## config.mk

```make
export PLATFORM = sky130hd
export DESIGN_NAME = mqmb_step
export DESIGN_NICKNAME = d
export VERILOG_FILES = /design/src/sv/mqmb_pkg.sv /design/src/sv/mqmb_step.sv
export SDC_FILE = /design/constraint.sdc
export NUM_CORES = 1
export LEC_CHECK = 0
export ABC_CLOCK_PERIOD_IN_PS = 4000
export BUFFER_PORTS_ARGS = -buffer_cell sky130_fd_sc_hd__buf_4
export CAP_MARGIN = 15
export CORE_MARGIN = 1.5
export CORE_UTILIZATION = 32
export DETAILED_ROUTE_END_ITERATION = 7
export PLACE_DENSITY = 0.68
export RECOVER_POWER = 50
export SLEW_MARGIN = 20
export SYNTH_ARGS = -nofsm -noshare
export SYNTH_HDL_FRONTEND = slang
export SYNTH_SLANG_ARGS = --single-unit
```

## constraint.sdc

```tcl
create_clock -name vclk -period 4
set_clock_uncertainty 0.1 [all_clocks]
set_input_delay 0.8 -clock vclk [all_inputs]
set_output_delay 0.8 -clock vclk [all_outputs]
set_load 0.05 [all_outputs]
```

## src/sv/mqmb_pkg.sv

```systemverilog
// Shared types and constants for the multi-queue message mailbox.
// Holds the command and status codes, the queue pointer entry and the step result.
// Depends on nothing; every other file of the block but mqmb_ram imports it.
package mqmb_pkg;

  localparam int PTR_W     = 6;
  localparam int WORD_W    = 64;
  localparam int MSG_WORDS = 7;
  localparam int MSG_W     = MSG_WORDS * WORD_W;

  localparam logic [1:0] CMD_PUSH  = 2'd0;
  localparam logic [1:0] CMD_POP   = 2'd1;
  localparam logic [1:0] CMD_QUERY = 2'd2;
  localparam logic [1:0] CMD_INIT  = 2'd3;

  localparam logic [1:0] STAT_OK    = 2'd0;
  localparam logic [1:0] STAT_FULL  = 2'd1;
  localparam logic [1:0] STAT_EMPTY = 2'd2;

  typedef struct packed {
    logic [PTR_W-1:0] head;
    logic [PTR_W-1:0] tail;
    logic [PTR_W-1:0] mask;
  } qstate_t;

  localparam int QSTATE_W = $bits(qstate_t);

  typedef struct packed {
    qstate_t    next;
    logic       wr_en;
    logic       push_ok;
    logic       pop_ok;
    logic [1:0] status;
    logic       is_empty;
    logic       wake;
  } step_t;

  function automatic logic [PTR_W-1:0] depth_mask(input int depth);
    return PTR_W'((depth - 1) & ((1 << PTR_W) - 1));
  endfunction

endpackage

```

## src/sv/mqmb_step.sv

```systemverilog
// Pointer update for one mailbox command on one queue entry.
// Decides fullness, emptiness, status and wake, and forms the entry to write back.
// Depends on mqmb_pkg.
module mqmb_step import mqmb_pkg::*; #(
  parameter int QUEUE_DEPTH = 64
) (
  input  logic             [1:0] command,
  input  logic                   queue_ok,
  input  qstate_t                cur,
  input  logic [PTR_W-1:0]       new_mask,
  input  logic                   dest_waiting,
  output step_t                  res
);

  localparam logic [PTR_W-1:0] DEPTH_MASK = depth_mask(QUEUE_DEPTH);

  logic [PTR_W-1:0] tail_inc;
  logic [PTR_W-1:0] head_inc;

  assign tail_inc = (cur.tail + PTR_W'(1)) & cur.mask;
  assign head_inc = (cur.head + PTR_W'(1)) & cur.mask;

  always_comb begin
    res          = '0;
    res.next     = cur;
    res.status   = STAT_OK;
    res.is_empty = 1'b1;
    if (!queue_ok) begin
      unique case (command)
        CMD_PUSH: res.status = STAT_FULL;
        CMD_POP:  res.status = STAT_EMPTY;
        default:  res.status = STAT_OK;
      endcase
    end else begin
      unique case (command)
        CMD_PUSH: begin
          if (tail_inc == cur.head) begin
            res.status = STAT_FULL;
          end else begin
            res.next.tail = tail_inc;
            res.wr_en     = 1'b1;
            res.push_ok   = 1'b1;
            res.wake      = dest_waiting;
          end
        end
        CMD_POP: begin
          if (cur.head == cur.tail) begin
            res.status = STAT_EMPTY;
          end else begin
            res.next.head = head_inc;
            res.wr_en     = 1'b1;
            res.pop_ok    = 1'b1;
          end
        end
        CMD_INIT: begin
          res.next.head = '0;
          res.next.tail = '0;
          res.next.mask = new_mask & DEPTH_MASK;
          res.wr_en     = 1'b1;
        end
        default: ;
      endcase
      res.is_empty = (res.next.head == res.next.tail);
    end
  end

endmodule

```

* Word level (Yosys, flattened, before mapping)
Index checks and enable logic that the tools add are counted.
** Cells by class
- $add $sub $neg :: 2
- Equal/unequal tests :: 5
- Muxes and demuxes :: 21
- Bitwise logic cells :: 2
- Reductions and logical operators :: 1
** Operators by type and width (count)
- 6-bit two-way mux :: 5
- 6-bit case mux with 2 select lines :: 2
- 21-bit two-way mux :: 1
- 6-bit == test :: 3
- 6-bit by 1-bit adder with 6-bit output, second input constant :: 2
- 6-bit AND :: 2
- 2-bit two-way mux :: 4
- 2-bit case mux with 2 select lines :: 2
- 1-bit two-way mux :: 6
- 1-bit case mux with 3 select lines :: 1
- 2-bit by 1-bit == test with 1-bit output, second input constant :: 1
- 2-bit == test, second input constant :: 1
- 2-bit logical NOT :: 1
** Storage, ports and cells
- Bits in registers :: 0
- Input bits :: 28
- Logic and storage cells :: 31

* Depth between registers and ports, before layout
- Depth after elaboration :: 8
- Depth in mapped cells :: 10
- Mapped depth without buffers :: 9

* Worst setup path after synthesis
OpenSTA, ideal clock, no wires.
- Path kind :: input to output
- Start point :: input port cur[10] (netlist name)
- End point :: output port res[0] (netlist name)
- Arrival :: 3820 ps
- Path slack :: -720 ps
- Cell stages on the path :: 9
- Buffers on the path :: 3
- Cells stage by stage :: buf_4 nand3_4 or4_1 o311a_1 and4_4 buf_6 buf_2 nor3b_1 and2_1
** RTL lines
- start: declaration :: line mqmb_step.sv:9 : input qstate_t cur,
- end: declaration :: line mqmb_step.sv:12 : output step_t res

==> results.toml <==
[status]
result_of_the_run = "complete, but fails checks"
violations = "negative setup slack"

[finish]
finalNetCount = 303
drive_gt1_frac = 0.397
n_clock_buffer = 0
final_cells = 317
register_area_um2 = 0
num_antenna_cells = 0
syn_to_final_growth_pct = 45.5
n_sequential_cell = 0

[floorplanning]
core_region_area_um2 = 4090
io_pins = 53
die-area_um2 = 4720
floorplan.rows = 23
dieWidth_um = 68.7
die-height_um = 68.7
floorplan.initialDensity = 0.338

[global_route]
grt_max_degree = 20
grt.total_usage = 0.191
grt_antenna_before_repair = 0
via_count_of_the_first_global_routing_pass = 1574
grt.overflow.total = 0
grt_first_pass_wirelength_mm = 7.07

[critical_path]
worstPathRequired_ps = 3100
slowest_stage = "sky130_fd_sc_hd__or4_1"
timing.critical_path.from_type = "primary input"
critPathKind = "in2out"
critical_path.cell_chain = "buf_8 > buf_6 > nand3_4 > or4_1 > o311a_1 > and4_4 > and3_4 > o31a_1 > nor4b_2 > a41o_1 > buf_6"
worstSetupEndpointType = "output port"
worst-path-max-fanout = 6
cpPeakStageDelay_ps = 510
crit_top_cell = "sky130_fd_sc_hd__buf_6"
critPathArrivalTime_ps = 3130

[sta]
fmax_mhz = 248
final_hold_viol_count = 0
rsz0062_at_grt = "true"
report.final.setup_viol = 1
slew_worst_pin_ps = 610
final.period_utilization = 1.01
tightest_slew_margin_relative_to_the_limit = 0.595
worst_setup_slack_after_layout_ps = -26.9
timing.final.crit_period_ps = 4030
final-max-slew-violation-count = 0

[routing]
first_drt_iteration_drcs = 90
ant_nets = 0
wire_per_inst_um = 14.2
dr.pass1.iters = 4
drc = 0
detail_route.vias_per_cell = 5.44
vias = 1723
postRouteWirelength_mm = 4.50

[place]
preCtsSetupSlack_ps = -132
place.detailed.hpwl_mm = 3.59
finalWeightedCongestion = 0.850
dpl.cell_count = 311
io_buffer_count = 53

[clock_tree]
holdBufCountCts = 0

[synth]
syn_inst = 203
post_synth_num_cell_types = 59
yosysTopAreaCellShare = 0.0652
synthesis.yosys.warnings = 0
synth_seq_area_share = 0
yosys-top-cells-count = "sky130_fd_sc_hd__nand2_1 (24), sky130_fd_sc_hd__a21oi_1 (15), sky130_fd_sc_hd__nor2_1 (14)"
syn-mean-instance-area_um2 = 6.81
yosysTopAreaCell = "sky130_fd_sc_hd__nand2_1"
synth_most_common_cell = "sky130_fd_sc_hd__nand2_1"
syn_nets = 237
netlist_area_um2 = 1380
synth.top_cells.by_area = "sky130_fd_sc_hd__nand2_1 (6.5%), sky130_fd_sc_hd__xnor2_1 (5.7%), sky130_fd_sc_hd__a21oi_1 (5.4%), sky130_fd_sc_hd__ha_1 (5.4%), sky130_fd_sc_hd__mux2_2 (4.9%)"

[job]
number_of_violations_of_the_max_capacitance_limit = 0

[min_path]
hold_class = "in2out"

[power]
power.density_cell_area_nw_per_um2 = 150
irDropWorstVdd_mv = 0.0785
cellLeakagePower_nw = 0.872
==> final cells by class <==
type                       instances  area (um^2)
fill                             442         2070
inverter                          10         37.5
timing repair buffer              83          621
tap                               50         62.6
multi-input combinational        174         1290
==> power by group <==
group | switching [W] | internal (W) | total (W)
Sequential | 0 | 0 | 0
Combinational | 0.000179 | 0.000123 | 0.000302
Clock | 0 | 0 | 0
==> placed cells by master (no fill, tap or decap), drive strengths merged, types with 4 or more instances in the layout <==
master and n:
mux2i 4, clkbuf 9, o21ai 14, nand2 24, xnor2 9, a22o 6
nor2 15, nand3 7, inv 10, nand2b 6, ha 6, xor2 5
nor3b 8, buf 74, mux2 7, a21oi 15, and2 5
==> metrics by stage <==
| step | power [W] | util | TNS [ps] | area, um^2 | hold WS (ps) |
|---|---|---|---|---|---|
| CTS | 0.000307 | 0.499 | -12.3 | 2040 | 1870 |
| finish | 0.000302 | 0.492 | -26.9 | 2010 | 1860 |
| global placement | 0.000292 | 0.475 | -95.3 | 1940 | 1860 |
| detailed placement | 0.000294 | 0.475 | -132 | 1940 | 1870 |
| floorplan | 0.000200 | - | -177 | 1390 | 1740 |
| global route | 0.000322 | 0.492 | -137 | 2010 | 1880 |
==> critical path: cells and delay by family <==
kind / cells / cell delay, ps
and+or+nand+nor: 5 / 1280
AOI/OAI and AO/OA: 3 / 670
buffers and inverters: 3 / 350
==> routing by layer <==
metal  global-route usage  share of wire  vias to the layer above
li1                     -              -                      871
met1                0.261           0.45                      801
met2                0.349           0.51                       49
met3                    0          0.046                        2
met4               0.0196        0.00089                        0
met5                    0              0                        -
==> repair_timing <==
action,CTS,global route
pin swaps,11,2
buffers inserted,5,0
gates resized for setup,12,1
endpoints found under the setup margin,1,2
cloned,1,0
==> cell families after synthesis <==
family                     synth area share
buffers and inverters                 0.110
xor gates and xnor gates             0.0887
adders and majority gates            0.0543
AOI/OAI and AO/OA                     0.306
and+or+nand+nor                       0.344
muxes                                0.0977
==> final timing paths <==
kind,endpoint,cells after the start,startpoint
worst max-delay path,res[1],11,cur[6]
worst min-delay path,res[0],3,dest_waiting
Note: power is estimated with default switching activity, not from simulation.
