File: src/sv/mqmb_ram.sv
// Generic single-clock RAM with one write port and one registered read port.
// Used for the queue pointer table and for the message store.
// Depends on nothing.
module mqmb_ram #(
  parameter int WIDTH = 8,
  parameter int DEPTH = 16
) (
  input  logic                                  clk,
  input  logic                                  we,
  input  logic [(DEPTH > 1 ? $clog2(DEPTH) : 1)-1:0] waddr,
  input  logic [WIDTH-1:0]                      wdata,
  input  logic                                  re,
  input  logic [(DEPTH > 1 ? $clog2(DEPTH) : 1)-1:0] raddr,
  output logic [WIDTH-1:0]                      rdata
);

  logic [WIDTH-1:0] mem [DEPTH];

  always_ff @(posedge clk) begin
    if (we) begin
      mem[waddr] <= wdata;
    end
    if (re) begin
      rdata <= mem[raddr];
    end
  end

endmodule

File: config.mk
export PLATFORM = sky130hd
export DESIGN_NAME = mqmb_ram
export DESIGN_NICKNAME = d
export VERILOG_FILES = /design/src/sv/mqmb_ram.sv
export SDC_FILE = /design/constraint.sdc
export NUM_CORES = 1
export LEC_CHECK = 0
export CORE_MARGIN = 1
export CORE_UTILIZATION = 35
export CTS_CLUSTER_DIAMETER = 80
export DETAILED_ROUTE_END_ITERATION = 12
export DONT_BUFFER_PORTS = 1
export PLACE_DENSITY = 0.45
export SLEW_MARGIN = 25
export SYNTH_ARGS = -nofsm -noshare
export SYNTH_HDL_FRONTEND = slang
export SYNTH_SLANG_ARGS = --single-unit
File: constraint.sdc
create_clock -name clk -period 2.9 [get_ports clk]
set_clock_uncertainty 0.2 [all_clocks]
set_input_delay 0.435 -clock clk [delete_from_list [all_inputs] [get_ports clk]]
set_output_delay 0.435 -clock clk [all_outputs]
set_load 0.03 [all_outputs]
-- Yosys cells after proc, flatten, opt, wreduce, memory -nomap -nowiden
Memories as Yosys holds them, arrays and structs flattened. A register that Yosys moved wholly into a read port is not among the register bits.
Index checks and enable logic that the tools add are counted.
- bits of input ports: 19
- output and inout port bits: 8
- latch bits: 0
- RAM bits: 128
- memory bits (read-only): 0
- memories: 1
- register bits: 0
- word-level logic and storage cells: 3
- reduce and logical (&&, ||, !) cells: 0
- mux-type cells: 2
- $lt $le $gt $ge: 0
- multipliers: 0
- bitwise logic cells: 0
- $add $sub $neg: 0
- eq/ne operators: 0
- div/mod/pow operators: 0
- shift-type cells: 0
- memory list (name ; words ; width ; read ports ; clocked after Yosys merged registers in ; write ports ; RTL line ; RTL):
    mem ; 16 ; 8 ; 1 ; 1 ; 1 ; 17 ; logic [WIDTH-1:0] mem [DEPTH];
- operators by type and width (operator ; number):
    $mux W1 ; 2

-- Longest topological paths before layout
Gate-level depths: netlist (run 1).
- depth after elaboration: 2
- mapped depth: 5
- gate-level depth less buffers: 3

-- Worst setup path after synthesis (run 1)
Ideal clock, no wire load.
- path type: input to register
- start: input waddr[2] (netlist bit)
- end: memory mem[0][0] (enable)
- arrival: 1.545 ns
- path slack: 0.772 ns
- cell stages on the path: 2
- cell sequence: or3b_2 -> nor3_1
- RTL lines (item ; RTL line ; RTL):
    from (decl) ; 10 ; input logic [(DEPTH > 1 ? $clog2(DEPTH) : 1)-1:0] waddr,
    to (decl) ; 17 ;
Straight into the memory's write port.

==> results of run 1 <==
## power groups by stage
stage / clock [mW] / sequential, mW / combinational [mW]
6_report: 2.39 / 2.25 / 0.166
5_1_grt: 2.51 / 2.25 / 0.179
4_1_cts: 2.42 / 2.25 / 0.169
3_5_place_dp: 0 / 2.29 / 0.125
3_3_place_gp: 0 / 2.29 / 0.125
2_1_floorplan: 0 / 2.28 / 0.112
## layout make-up
cell class	instances	area, um^2
clock buffer	18	429
clock inverter	14	228
fill	1315	8340
multi-input combinational	83	1060
sequential	136	4080
tap	184	230
timing repair buffer	19	165
## cells by family (layout without fill, tap and decap cells)
family                 count (synthesis)  in the layout  synth area share
flip-flops                           136            136             0.781
AO/OA/AOI/OAI                         16             16            0.0230
AND/OR/NAND/NOR                       35             35            0.0314
buffers and inverters                 10             51            0.0165
multiplexers                          32             32             0.148
## layer usage
| metal | wire [um] | global-route usage | vias up | share of wire |
|---|---|---|---|---|
| li1 | - | - | 1036 | - |
| met1 | 5560 | 0.235 | 1210 | 0.49 |
| met2 | 5010 | 0.217 | 76 | 0.44 |
| met3 | 732 | 0.0470 | 8 | 0.064 |
| met4 | 93 | 0.0659 | 0 | 0.0082 |
| met5 | 0 | 0 | - | 0 |
## worst register-to-register path, stage by stage, from the launching register on
cell and delay, ns:
edfxtp_1 0.38, mux4_1 0.53, a22oi_1 0.33, nand2_1 0.08
## worst max path at each step
stage	to	start	slack (ns)
2_1_floorplan	mem[0][0]	waddr[2]	0.77
4_1_cts	rdata[3]	mem[2][3]	1.10
6_report	rdata[2]	mem[9][2]	1.12
3_5_place_dp	mem[5][5]	waddr[3]	0.95
5_1_grt	rdata[5]	mem[8][5]	1.04
3_3_place_gp	mem[5][6]	waddr[3]	0.95
## sequential cells by signal, summed over array words and instances, names as in the netlist
register / cells
rdata: 8
mem: 128
## Yosys cell counts (all sizes together)
master / n
edfxtp: 136
mux4: 32
a22oi: 16
nor2: 13
nand2: 9
buf: 7
nor3: 4
clkdlybuf4s25: 3
nand2b: 2
nand3b: 2
and2: 1
and2b: 1
nand3: 1
nor2b: 1
or3b: 1
## timing repair
action / in CTS / in global routing
hold buffers: 9 / 0
endpoints found under the hold margin: 136 / 0
gates resized for setup: 0 / 0
## stage by stage
step                instance area (um^2)  power (mW)  cells  utilization
floorplan                           5230        2.40    229            -
global placement                    5450        2.42    413        0.375
detailed placement                  5450        2.42    413        0.375
CTS                                 6190        4.84    454        0.426
global route                        6190        4.95    454        0.426
finish                              6190        4.81    454        0.426
==> flow_summary.yaml, run 1 <==
critical_path:
  crit_arrival_ns: 1.73
  path_buf_inv: 0
  endpoint_kind: "flip-flop"
  path_delay_family: "multiplexers"
  reg2regPathDepth: 3
  r2r_slack_ns: 1.12
  slowest_stage: "mux4_1"
  setup.worst_path.class: "reg -> reg"
  cp.required_ns: 2.85
  crit-reg2reg-launch: "mem[9][2]"
  cp-start-kind: "flip-flop"
  r2r-end: "rdata[2]"
  path_cells: "mux4_1 -> a22oi_1 -> nand2_1"
  path_depth: 3
  slowest_delay_ns: 0.53
  path_max_fanout: 1
clocking:
  clk_latency_ns: 0.42
  cts-root-buf: "clkbuf_16"
  clock-sinks: 136
  postCtsSetupBuffers: 0
  path_clk_slew_ns: 0.06
  cts_buffer_depth: 2
  cts_tree: "done"
  h-tree-depth: 4
  numCtsBuffers: 17
pwr:
  combPwrFrac: 0.034
  irDropWorstVdd_mv: 0.485
  clkPwrFrac: 0.497
  internal_power_mw: 3.89
  p_leak_nw: 2.01
  sequentialPowerShare: 0.468
  power.density_nw_per_um2: 776
  p_sw_frac: 0.190
  switching_power_mw: 0.913
synthesis:
  ys_types: 18
  synth_cells: 229
  synthTopCellsByArea: "edfxtp_1 78%, mux4_2 7.8%, mux4_1 7.0%"
  yosysWarnings: 0
  synth_area_per_cell_um2: 22.8
  synth_nets: 248
  netlist_area_um2: 5230
  yosysSeqAreaShare: 0.781
  synth_top_area_cell: "edfxtp_1"
  synth_top_area_frac: 0.781
  synth_seq_cells: 136
placed_design:
  portBuffers: 0
  gp_congestion: 0.659
  post-place-ws_ns: 0.952
  dp_hpwl_um: 6750
sta:
  max-slew-margin-rel: 0.446
  tightest_slew_ns: 0.829
  finalHoldViolations: 0
  setup_ws_ns: 1.12
  maxSlewViolCount: 0
  post-route-min-period_ns: 1.78
  rsz0062_at_grt: "no"
  holdWs_ns: 0.196
  setup_viol: 0
  finalCritPeriodShare: 0.613
  fmax_ghz: 0.562
  tns_ns: 0
worst_hold_path:
  holdCritStartpoint: "waddr[0]"
  min_to: "mem[8][5]"
  hold_path_depth: 2
  hp-class: "in -> reg"
finish:
  final_net_count: 276
  final_common_cell: "edfxtp_1"
  layout_common_cells: "136 x edfxtp_1, 18 x mux4_2, 17 x clkbuf_16, 16 x a22oi_1, 14 x mux4_1"
  antennaDiodeCount: 0
  area_delta_synth_final_pct: 18.5
  drive_above_1_share: 0.219
global_route:
  grt_max_degree: 33
  grtUsageTotal: 0.159
  antenna_found_initial: 0
  grt_pass1_wl_um: 16800
  grt_pass1_vias: 2391
  gr-total-overflow: 0
detailed_routing:
  drt-initial-drc-count: 165
  routedWlPerCell_um: 25.1
  first_pass_iters: 4
  postRouteAntennaNets: 0
  vias: 2330
  vias_per_cell: 5.13
  wl_um: 11400
  drc: 0
die:
  initial_core_util: 0.360
  die-area_um2: 15400
  row_count: 44
  core_um2: 14500
  die_y_um: 124
  io_pins: 27
  dieWidth_um: 124
status:
  status: "finished clean"
run:
  cap_viol_max_count: 0
No activity file was read; power rests on OpenSTA's default activity.
==> run 2, diff against run 1 <==
--- a/config.mk
+++ b/config.mk
@@ -5,12 +5,13 @@
 export SDC_FILE = /design/constraint.sdc
 export NUM_CORES = 1
 export LEC_CHECK = 0
+export ABC_AREA = 1
 export CORE_MARGIN = 1
 export CORE_UTILIZATION = 35
 export CTS_CLUSTER_DIAMETER = 80
 export DETAILED_ROUTE_END_ITERATION = 12
 export DONT_BUFFER_PORTS = 1
-export PLACE_DENSITY = 0.45
+export PLACE_DENSITY = 0.47
 export SLEW_MARGIN = 25
 export SYNTH_ARGS = -nofsm -noshare
 export SYNTH_HDL_FRONTEND = slang
==> constraint.sdc (replaced) <==
create_clock -name clk -period 1.6 [get_ports clk]
set_clock_uncertainty 0.2 [all_clocks]
set_input_delay 0.24 -clock clk [delete_from_list [all_inputs] [get_ports clk]]
set_output_delay 0.24 -clock clk [all_outputs]
set_load 0.03 [all_outputs]
==> run 2 against run 1 <==
Critical path depth increased by 2. Count of clock-buffer cells in the layout up 3. Die area rose by 12%. Via count is 62% higher. First-iteration DRC count increased by 130%. Combinational power increased to 2.7 times the previous value. Synthesized area rose by 12%. Sequential power grew 81%. Final cell count up 78%. Worst hold slack worse by 0.17 ns. Global-route usage is 1.9 points higher. Largest cell class unchanged. Largest power group is now sequential cells. Highest routed layer unchanged.
==> flow_summary.yaml, run 2 <==
critical_path:
  path_delay_family: "buffers and inverters"
  setup.worst_path.class: "in -> reg"
  slowest_stage: "dlygate4sd3_1"
  r2r_slack_ns: 0.22
  crit_arrival_ns: 1.55
  cp-start-kind: "input pin"
  slowest_delay_ns: 0.89
  path_max_fanout: 25
  cp.required_ns: 1.68
  path_cells: "dlygate4sd3_1 -> nand2_1 -> nand3_1 -> nand3_1 -> nand2_1"
  endpoint_kind: "flip-flop"
  path_buf_inv: 1
die:
  die-area_um2: 17200
  io_pins: 27
  initial_core_util: 0.363
  dieWidth_um: 131
  row_count: 46
  die_y_um: 131
  core_um2: 16100
pwr:
  sequentialPowerShare: 0.526
  p_sw_frac: 0.218
  irDropWorstVdd_mv: 0.649
  power.density_nw_per_um2: 1150
  p_leak_nw: 2.87
  combPwrFrac: 0.057
  switching_power_mw: 1.69
  clkPwrFrac: 0.417
  internal_power_mw: 6.08
detailed_routing:
  drt-initial-drc-count: 373
  routedWlPerCell_um: 17.9
  vias: 3775
  vias_per_cell: 4.67
  wl_um: 14500
  drc: 0
  first_pass_iters: 4
  postRouteAntennaNets: 0
finish:
  antennaDiodeCount: 0
  layout_common_cells: "173 x nand2_1, 136 x edfxtp_1, 100 x inv_1, 97 x nand3_1, 22 x buf_4"
  final_common_cell: "nand2_1"
  fin_cells: 809
  final_net_count: 602
  largestRegisters: "mem: 128 flops, rdata: 8 flops"
  drive_above_1_share: 0.0809
  largest_reg_flops: 128
  max_flop_register: "mem"
  area_delta_synth_final_pct: 15.9
synthesis:
  synth_most_common_cell: "nand2_1"
  yosysWarnings: 0
  synth-edff-count: 136
  ys_types: 11
  synth_nets: 570
  yosysSeqAreaShare: 0.698
  synthTopCellsByCount: "173 x nand2_1, 136 x edfxtp_1, 100 x inv_1"
  synth_ff_type: "edfxtp_1"
  synth_top_area_cell: "edfxtp_1"
  synth_seq_cells: 136
  synth_area_per_cell_um2: 10.6
  netlist_area_um2: 5850
  async_flop_share: 0
  synth_top_area_frac: 0.698
  synth_cells: 551
  synthTopCellsByArea: "edfxtp_1 70%, nand2_1 11%, nand3_1 8.3%"
sta:
  finalCritPeriodShare: 0.915
  rsz0062_at_grt: "no"
  post-route-min-period_ns: 1.46
  max-slew-margin-rel: 0.467
  maxSlewViolCount: 0
  setup_viol: 0
  finalHoldViolations: 0
  tightest_slew_ns: 0.798
  fmax_ghz: 0.683
  holdWs_ns: 0.0240
  setup_ws_ns: 0.136
  tns_ns: 0
clocking:
  cts_tree: "done"
  clock-sinks: 136
  cts_buffer_depth: 2
  numCtsBuffers: 17
  postCtsSetupBuffers: 0
  h-tree-depth: 4
  path_clk_slew_ns: 0.05
  clk_latency_ns: 0.42
  cts-root-buf: "clkbuf_16"
global_route:
  grtUsageTotal: 0.178
  grt_max_degree: 66
  grt_pass1_wl_um: 22000
  antenna_found_initial: 0
  grt_pass1_vias: 3665
  gr-total-overflow: 0
placed_design:
  dp_cells: 768
  post-place-ws_ns: 0.0699
  portBuffers: 0
  gp_congestion: 0.829
  dp_hpwl_um: 8770
status:
  status: "finished clean"
worst_hold_path:
  hp-class: "in -> reg"
run:
  cap_viol_max_count: 0
-- run 2: changes by cell type in the layout (fill, tap and decap cells not counted), moves of 14 or more --
cell     delta
inv_1     +100
mux4_2     -18
a22oi_1    -16
nand3_1    +96
nand2_1   +164
mux4_1     -14
-- run 2: cell families after synthesis --
logic type             share of synthesized area
buffers and inverters                     0.0939
flip-flops                                 0.698
AND/OR/NAND/NOR                            0.208
-- run 2: final cells by class --
class | instances | area (um^2)
clock buffer | 21 | 440
multi-input combinational | 289 | 1210
sequential | 136 | 4080
tap | 216 | 270
inverter | 102 | 383
fill | 1566 | 9340
timing repair buffer | 37 | 348
clock inverter | 8 | 35.0
-- run 2: power groups by stage --
stage,Sequential (mW),Combinational [mW],Clock (mW)
after floorplan,4.14,0.281,0
after CTS,4.08,0.447,3.31
after global placement,4.15,0.341,0
after detailed placement,4.15,0.341,0
after global routing,4.09,0.490,3.42
final,4.08,0.441,3.24
-- run 2: routing by layer --
| metal | vias up | part of all wire | GRT usage |
|---|---|---|---|
| met3 | 8 | 0.079 | 0.0513 |
| met4 | 0 | 0.012 | 0.0659 |
| met5 | - | 0 | 0 |
| li1 | 1841 | - | - |
| met2 | 125 | 0.46 | 0.268 |
| met1 | 1801 | 0.45 | 0.244 |
-- run 2: worst min-delay path, stage by stage --
cell and delay [ns]:
nand3_1 0.06, nand3_1 0.11, nand2_1 0.11
-- run 2: worst paths after layout --
check | startpoint | endpoint | depth (start not counted)
setup reg to reg | mem[5][7] | rdata[7] | 6
setup / recovery | raddr[1] | rdata[3] | 5
hold / removal | raddr[2] | rdata[5] | 3
hold reg to reg | mem[12][1] | rdata[1] | 6
-- run 2: timing repair --
action                     4_1_cts  5_1_grt
hold buffers                    12        0
setup endpoints to repair        0        2
hold endpoints to repair       144        0
gates resized for setup          0        1
-- run 2: per-stage QoR --
stage / utilization / power (mW) / cell area (um^2)
floorplan: - / 4.42 / 5850
global placement: 0.383 / 4.50 / 6180
detailed placement: 0.383 / 4.50 / 6180
CTS: 0.420 / 7.84 / 6770
global route: 0.420 / 8.00 / 6770
finish: 0.420 / 7.76 / 6770
